$ cat config.mk
export PLATFORM = sky130hd
export DESIGN_NAME = sliding_median_filter_flat
export DESIGN_NICKNAME = d
export VERILOG_FILES = /design/src/rtl/core/smf_pkg.sv /design/src/rtl/core/smf_ifs.sv /design/src/rtl/core/smf_cell.sv /design/src/rtl/core/sliding_median_filter.sv /design/src/flat_wrapper.sv
export SDC_FILE = /design/constraint.sdc
export NUM_CORES = 1
export LEC_CHECK = 0
export ABC_AREA = 1
export BUFFER_PORTS_ARGS = -buffer_cell sky130_fd_sc_hd__buf_2
export CORE_ASPECT_RATIO = 1.75
export CORE_MARGIN = 3
export CORE_UTILIZATION = 60
export CTS_BUF_LIST = sky130_fd_sc_hd__clkbuf_8
export CTS_CLUSTER_SIZE = 8
export DETAILED_ROUTE_END_ITERATION = 16
export PLACE_DENSITY = 0.8
export RECOVER_POWER = 25
export SLEW_MARGIN = 40
export SYNTH_ARGS = -nofsm -noshare
export SYNTH_HDL_FRONTEND = slang
export SYNTH_SLANG_ARGS = --single-unit
$ cat constraint.sdc
create_clock -name clk -period 2.7 [get_ports clk]
set_clock_uncertainty 0.1 [all_clocks]
set_input_delay 0.27 -clock clk [delete_from_list [all_inputs] [get_ports clk]]
set_output_delay 0.27 -clock clk [all_outputs]
set_load 0.005 [all_outputs]
$ cat src/rtl/core/smf_pkg.sv
// Shared types for the sliding median filter.
package smf_pkg;

  // Control bits handed from one sorted cell to its neighbors.
  typedef struct packed {
    logic gt;        // stored value is greater than the incoming sample
    logic del_upto;  // the oldest entry sits at this cell or below
  } smf_link_t;

endpackage

$ cat src/rtl/core/smf_ifs.sv
// Valid/ready stream interfaces for the sample and median channels.
interface smf_sample_if #(
  parameter int SAMPLE_BITS = 10
);
  logic                   valid;
  logic                   ready;
  logic [SAMPLE_BITS-1:0] sample;

  modport source (output valid, output sample, input ready);
  modport sink   (input valid, input sample, output ready);
endinterface

interface smf_median_if #(
  parameter int SAMPLE_BITS = 10
);
  logic                   valid;
  logic                   ready;
  logic [SAMPLE_BITS-1:0] median;

  modport source (output valid, output median, input ready);
  modport sink   (input valid, input median, output ready);
endinterface

$ cat src/rtl/core/smf_cell.sv
// One cell of the sorted window: holds a value and its age, shifts with neighbors.
module smf_cell #(
  parameter int SAMPLE_BITS = 10,
  parameter int AGE_W       = 4,
  parameter int WINDOW      = 11,
  parameter int INDEX       = 0
) (
  input  logic                   clk,
  input  logic                   rst_n,
  input  logic                   en,
  input  logic [SAMPLE_BITS-1:0] sample,
  input  logic [SAMPLE_BITS-1:0] lo_val,
  input  logic [AGE_W-1:0]       lo_age,
  input  smf_pkg::smf_link_t     lo_link,
  input  logic [SAMPLE_BITS-1:0] hi_val,
  input  logic [AGE_W-1:0]       hi_age,
  input  smf_pkg::smf_link_t     hi_link,
  output logic [SAMPLE_BITS-1:0] val,
  output logic [AGE_W-1:0]       age,
  output smf_pkg::smf_link_t     link
);
  import smf_pkg::*;

  localparam bit IS_FIRST = (INDEX == 0);
  localparam bit IS_LAST  = (INDEX == WINDOW - 1);
  localparam logic [AGE_W-1:0] AGE_OLDEST = AGE_W'(WINDOW - 1);
  localparam logic [AGE_W-1:0] AGE_RESET  = AGE_W'(INDEX);

  logic [SAMPLE_BITS-1:0] val_r, val_nxt;
  logic [AGE_W-1:0]       age_r, age_nxt;

  logic                   del_here;
  logic                   del_upto;
  logic                   gt_own;
  // Window with the oldest entry removed: entries at this and the previous slot.
  logic [SAMPLE_BITS-1:0] cur_val, prv_val;
  logic [AGE_W-1:0]       cur_age, prv_age;
  logic                   cur_gt, prv_gt;

  always_comb begin
    del_here = (age_r == AGE_OLDEST);
    del_upto = (IS_FIRST ? 1'b0 : lo_link.del_upto) | del_here;
    gt_own   = (val_r > sample);

    cur_val = del_upto ? hi_val : val_r;
    cur_age = del_upto ? hi_age : age_r;
    cur_gt  = IS_LAST ? 1'b1 : (del_upto ? hi_link.gt : gt_own);

    prv_val = lo_link.del_upto ? val_r : lo_val;
    prv_age = lo_link.del_upto ? age_r : lo_age;
    prv_gt  = IS_FIRST ? 1'b0 : (lo_link.del_upto ? gt_own : lo_link.gt);
  end

  always_comb begin
    if (!cur_gt) begin
      val_nxt = cur_val;
      age_nxt = cur_age + 1'b1;
    end else if (!prv_gt) begin
      // insertion point of the new sample
      val_nxt = sample;
      age_nxt = '0;
    end else begin
      val_nxt = prv_val;
      age_nxt = prv_age + 1'b1;
    end
  end

  always_ff @(posedge clk) begin
    if (!rst_n) begin
      val_r <= '0;
      age_r <= AGE_RESET;
    end else if (en) begin
      val_r <= val_nxt;
      age_r <= age_nxt;
    end
  end

  assign val           = val_r;
  assign age           = age_r;
  assign link.gt       = gt_own;
  assign link.del_upto = del_upto;

endmodule

$ cat src/rtl/core/sliding_median_filter.sv
// Sliding-window median filter. Each sample beat replaces the oldest of the last
// WINDOW samples (all zero after reset) and yields one median beat: the middle
// value of the window in ascending order. The window is kept sorted in a row of
// WINDOW cells; on a beat every cell moves its entry up, down or keeps it, based on
// one compare against the new sample and the position of the oldest entry, so the
// block takes one sample per cycle when not stalled, and the median appears in
// the next cycle; input stalls only while a median waits and out_ch.ready is low.
module sliding_median_filter #(
  parameter int WINDOW      = 11,
  parameter int SAMPLE_BITS = 10
) (
  input  logic clk,
  input  logic rst_n,
  smf_sample_if.sink   in_ch,
  smf_median_if.source out_ch
);
  import smf_pkg::*;

  localparam int AGE_W = $clog2(WINDOW);
  localparam int MID   = WINDOW / 2;

  logic [SAMPLE_BITS-1:0] cell_val  [WINDOW];
  logic [AGE_W-1:0]       cell_age  [WINDOW];
  smf_link_t              cell_link [WINDOW];

  logic out_valid_r, out_valid_nxt;
  logic take;

  assign in_ch.ready = !out_valid_r || out_ch.ready;
  assign take        = in_ch.valid && in_ch.ready;

  for (genvar i = 0; i < WINDOW; i++) begin : g_cell
    logic [SAMPLE_BITS-1:0] lo_val, hi_val;
    logic [AGE_W-1:0]       lo_age, hi_age;
    smf_link_t              lo_link, hi_link;

    if (i == 0) begin : g_lo_edge
      assign lo_val  = '0;
      assign lo_age  = '0;
      assign lo_link = '0;
    end else begin : g_lo
      assign lo_val  = cell_val[i-1];
      assign lo_age  = cell_age[i-1];
      assign lo_link = cell_link[i-1];
    end

    if (i == WINDOW - 1) begin : g_hi_edge
      assign hi_val  = '0;
      assign hi_age  = '0;
      assign hi_link = '0;
    end else begin : g_hi
      assign hi_val  = cell_val[i+1];
      assign hi_age  = cell_age[i+1];
      assign hi_link = cell_link[i+1];
    end

    smf_cell #(
      .SAMPLE_BITS (SAMPLE_BITS),
      .AGE_W       (AGE_W),
      .WINDOW      (WINDOW),
      .INDEX       (i)
    ) u_cell (
      .clk     (clk),
      .rst_n   (rst_n),
      .en      (take),
      .sample  (in_ch.sample),
      .lo_val  (lo_val),
      .lo_age  (lo_age),
      .lo_link (lo_link),
      .hi_val  (hi_val),
      .hi_age  (hi_age),
      .hi_link (hi_link),
      .val     (cell_val[i]),
      .age     (cell_age[i]),
      .link    (cell_link[i])
    );
  end

  always_comb begin
    out_valid_nxt = out_valid_r;
    if (take) begin
      out_valid_nxt = 1'b1;
    end else if (out_ch.ready) begin
      out_valid_nxt = 1'b0;
    end
  end

  always_ff @(posedge clk) begin
    if (!rst_n) begin
      out_valid_r <= 1'b0;
    end else begin
      out_valid_r <= out_valid_nxt;
    end
  end

  // Cells only change on an accepted beat, so the middle cell holds the pending median.
  assign out_ch.valid  = out_valid_r;
  assign out_ch.median = cell_val[MID];

endmodule

$ cat src/flat_wrapper.sv
// flat-port wrapper written by rule: the top's interface ports become plain ports
module sliding_median_filter_flat import smf_pkg::*;
#(
  parameter int WINDOW      = 11,
  parameter int SAMPLE_BITS = 10
)
  (clk, rst_n, in_ch_valid, in_ch_sample, in_ch_ready, out_ch_valid, out_ch_median, out_ch_ready);
  smf_sample_if #(.SAMPLE_BITS(SAMPLE_BITS)) in_ch_i ();
  smf_median_if #(.SAMPLE_BITS(SAMPLE_BITS)) out_ch_i ();
  input  logic clk;
  input  logic rst_n;
  input wire logic [$bits(in_ch_i.valid)-1:0] in_ch_valid;
  input wire logic [$bits(in_ch_i.sample)-1:0] in_ch_sample;
  output wire logic [$bits(in_ch_i.ready)-1:0] in_ch_ready;
  output wire logic [$bits(out_ch_i.valid)-1:0] out_ch_valid;
  output wire logic [$bits(out_ch_i.median)-1:0] out_ch_median;
  input wire logic [$bits(out_ch_i.ready)-1:0] out_ch_ready;
  assign in_ch_i.valid = in_ch_valid;
  assign in_ch_i.sample = in_ch_sample;
  assign in_ch_ready = in_ch_i.ready;
  assign out_ch_valid = out_ch_i.valid;
  assign out_ch_median = out_ch_i.median;
  assign out_ch_i.ready = out_ch_ready;
  sliding_median_filter #(.WINDOW(WINDOW), .SAMPLE_BITS(SAMPLE_BITS)) u_core (.clk(clk), .rst_n(rst_n), .in_ch(in_ch_i), .out_ch(out_ch_i));
endmodule
==> results by group <==
Placed design
  • DP Worst Slack: -0.0670 ns
  • Hpwl dp: 29200 µm
  • I/O Buffers: 25
  • RePlAce Congestion: 1.03

Route
  • Vias post-DR: 13500
  • Drc violations: 0
  • Post-route ant nets: 0
  • Wirelength per Cell: 18.5 µm
  • 1st-pass router iterations: 6
  • Drt total wl: 40400 µm
  • Initial DRC count: 1381
  • Vias per inst: approximately 6.2

Yosys
  • Most used DFF post-synth: dfxtp_1
  • Mean post-synth cell area: 6.56 µm²
  • Mapped cell area: 12300 µm²
  • Commonest cells in the netlist: 407 x nand2_1, 276 x o21ai_0, 259 x a21oi_1
  • Yosys top cell area share: 25.3%
  • Post-synth top area cell: dfxtp_1
  • Synth cell types: 45
  • Synth async-reset ratio: 0%
  • Syn Nets: 2007
  • Yosys Warn Count: 0
  • Top cells by area, synth: dfxtp_1 25%, nand2_1 12%, ha_1 12%
  • Number of synthesized register bits: 155
  • Count leader, synth: nand2_1
  • EDFF count, synth: 0
  • Register area share after synthesis: 25.3%
  • Cells after Synth: about 1900

Cells and area
  • Fillers: 1783
  • Multi-input logic area: a little over 8000 µm²
  • Antenna cells: 0
  • Ratio of cells with drive above 1 in the final layout: 11.3%
  • Sequential cell area: 3100 µm²
  • Layout Nets: 2064
  • Area growth, synth to finish: 12.4%

Global routing
  • Via count of the first global-routing pass: ~13000
  • Total track usage: 35.8%
  • Met1 usage: 45.9%
  • GR peak layer: met2
  • GR Util met3: 4.28%
  • Initial antenna violation count: 0
  • First-pass GRT wire length: roughly 65000 µm
  • Met2 GRT Util: 58.7%
  • Largest net degree at the start of global routing: ~120
  • Total congestion overflow: 0

Setup path
  • Slowest stage delay, CP: 0.39 ns
  • CP delay by family, top: simple AND/OR/NAND/NOR gates
  • Worst Path Arrival: about 2.8 ns
  • CP startpoint kind: register
  • R2R depth: 11
  • Setup CP Type: reg2reg
  • Crit path capture type: register
  • CP required: a little under 3 ns
  • Crit path depth: 11
  • Slowest stage cell, crit path: mux2i_1
  • Buf/Inv on CP: 2
  • CP max FO: 10
  • Worst path cell trace: nor2_2, nand2_4, nand3_4, nor2_8, nand2_1, buf_4, buf_4, mux2i_1, nor2_1, nor2_1, a21oi_1

Floorplanning
  • Core box area: 19900 µm²
  • Die H: a little under 200 µm
  • Area of the die: 22300 µm²
  • Ports: 26
  • FP Rows: 68
  • DIE WIDTH: 114 µm
  • Initial Util: 61.7%

Timing
  • Post-route setup slack: 0.128 ns
  • Final min period: roughly 2.6 ns
  • Fin crit share: 95.3%
  • Fin. Hold Viols: 0
  • Final Setup Violations: 0
  • RSZ-0062 raised after global routing: false
  • Post-Route Setup TNS: 0 ns
  • Final Max Slew Viols: 0
  • Worst slew pin tran: just over 0.7 ns
  • Highest Clock Rate: 389 MHz
  • Slew headroom: ~52%

Job
  • Max-Cap Viols: 0

Run status
  • Status: finished, final reports clean

Clock tree
  • Clk pin slew, worst setup/hold paths: 0.08 ns
  • H-tree depth: 4
  • Buffer levels on the longest clock path: 2
  • Worst-Skew Late Latency: 0.48 ns
  • TritonCTS clock tree: done
  • Num CTS Buffers: 17
  • # clock sinks: 155
  • CTS root buf: clkbuf_8
  • CTS Hold Buffers Added: 0
  • # Post-CTS Setup Buffers: 0

Power
  • Power Density: 608 nW/µm²
  • Leakage: 0.00640 µW
  • Peak supply drop: 0.000406 V

Worst hold path
  • Hold Path Class: in2reg
  • WHS Path Cells: 4
where the power goes:
group	total, µW	switching (µW)	internal [µW]
clock network	1830	928	898
registers	2820	260	2560
logic	3750	2340	1420
metrics by stage:
stage	area, µm²	instances	hold slack (ns)	power [µW]	utilization [%]
global placement	13400	2156	0.351	6440	67.5
finish	13800	2186	0.0707	8390	69.4
detailed placement	13400	2156	0.356	6520	67.5
CTS	13800	2186	0.0663	8340	69.5
floorplan	12300	1873	0.340	5250	-
global route	13800	2186	0.111	8940	69.4
worst min-delay path, stage by stage:
cell     delay (ns)
buf_2          0.07
inv_1          0.03
nand2_1        0.13
a21oi_1        0.09
layout make-up:
cell class,count,area share (%)
Multi-Input combinational cell,1426,58.4
Clock inverter,9,0.706
Timing Repair Buffer,158,9.38
Sequential cell,155,22.5
Inverter,172,4.71
Tap cell,245,2.22
Clock buffer,21,2.09
per-layer routing:
layer	part of all wire [%]	vias up	wire (µm)
li1	-	6539	-
met1	40	6218	16000
met2	47	656	18900
met3	8.0	121	3220
met4	5.6	0	2280
met5	0	-	0
final timing paths:
kind / startpoint / endpoint / slack (ns)
worst max-delay path: u_core.g_cell[0].u_cell.age[0]$_SDFFE_PN0P_ / u_core.g_cell[4].u_cell.val[1]$_SDFFE_PN0P_ / 0.13
worst min-delay path: out_ch_ready / u_core.out_ch.valid$_SDFFE_PN0P_ / 0.07
worst max register to register: u_core.g_cell[0].u_cell.age[0]$_SDFFE_PN0P_ / u_core.g_cell[4].u_cell.val[1]$_SDFFE_PN0P_ / 0.13
worst min register to register: u_core.g_cell[10].u_cell.age[0]$_SDFFE_PN0P_ / u_core.g_cell[10].u_cell.age[0]$_SDFFE_PN0P_ / 0.37
state kept, by name (all words and copies together) (netlist names):
register	flops
u_core.g_cell.u_cell.age	44
u_core.out_ch.valid	1
u_core.g_cell.u_cell.val	110
repair_timing:
item,in CTS,in global routing
setup endpoints to repair,0,37
resized for setup,0,6
endpoints found under the hold margin,0,0
cell families after synthesis:
family                   Yosys count  synth area share [%]
AO/OA/AOI/OAI                    648                  28.5
XOR/XNOR                          18                  1.28
adder cells (fa/ha/maj)          120                  12.2
buffers and inverters            292                  9.40
flip-flops                       155                  25.3
multiplexers                      27                  2.20
AND/OR/NAND/NOR                  613                  21.2
cell usage in the layout (no fill, tap or decap), drive strengths merged, types with 5 or more instances in the layout:
cell type  Yosys  layout
or2            5       5
buf           28     144
inv          171     173
o211ai        65      65
nand4         26      26
xor2          15      15
a31oi          8       8
nor2          92      92
mux2i         27      27
dfxtp        155     155
clkbuf        92      35
a21oi        259     259
nand3         70      70
ha           120     120
o21ai        293     293
nand2        410     410
Note: power is estimated with default switching activity, not from simulation.
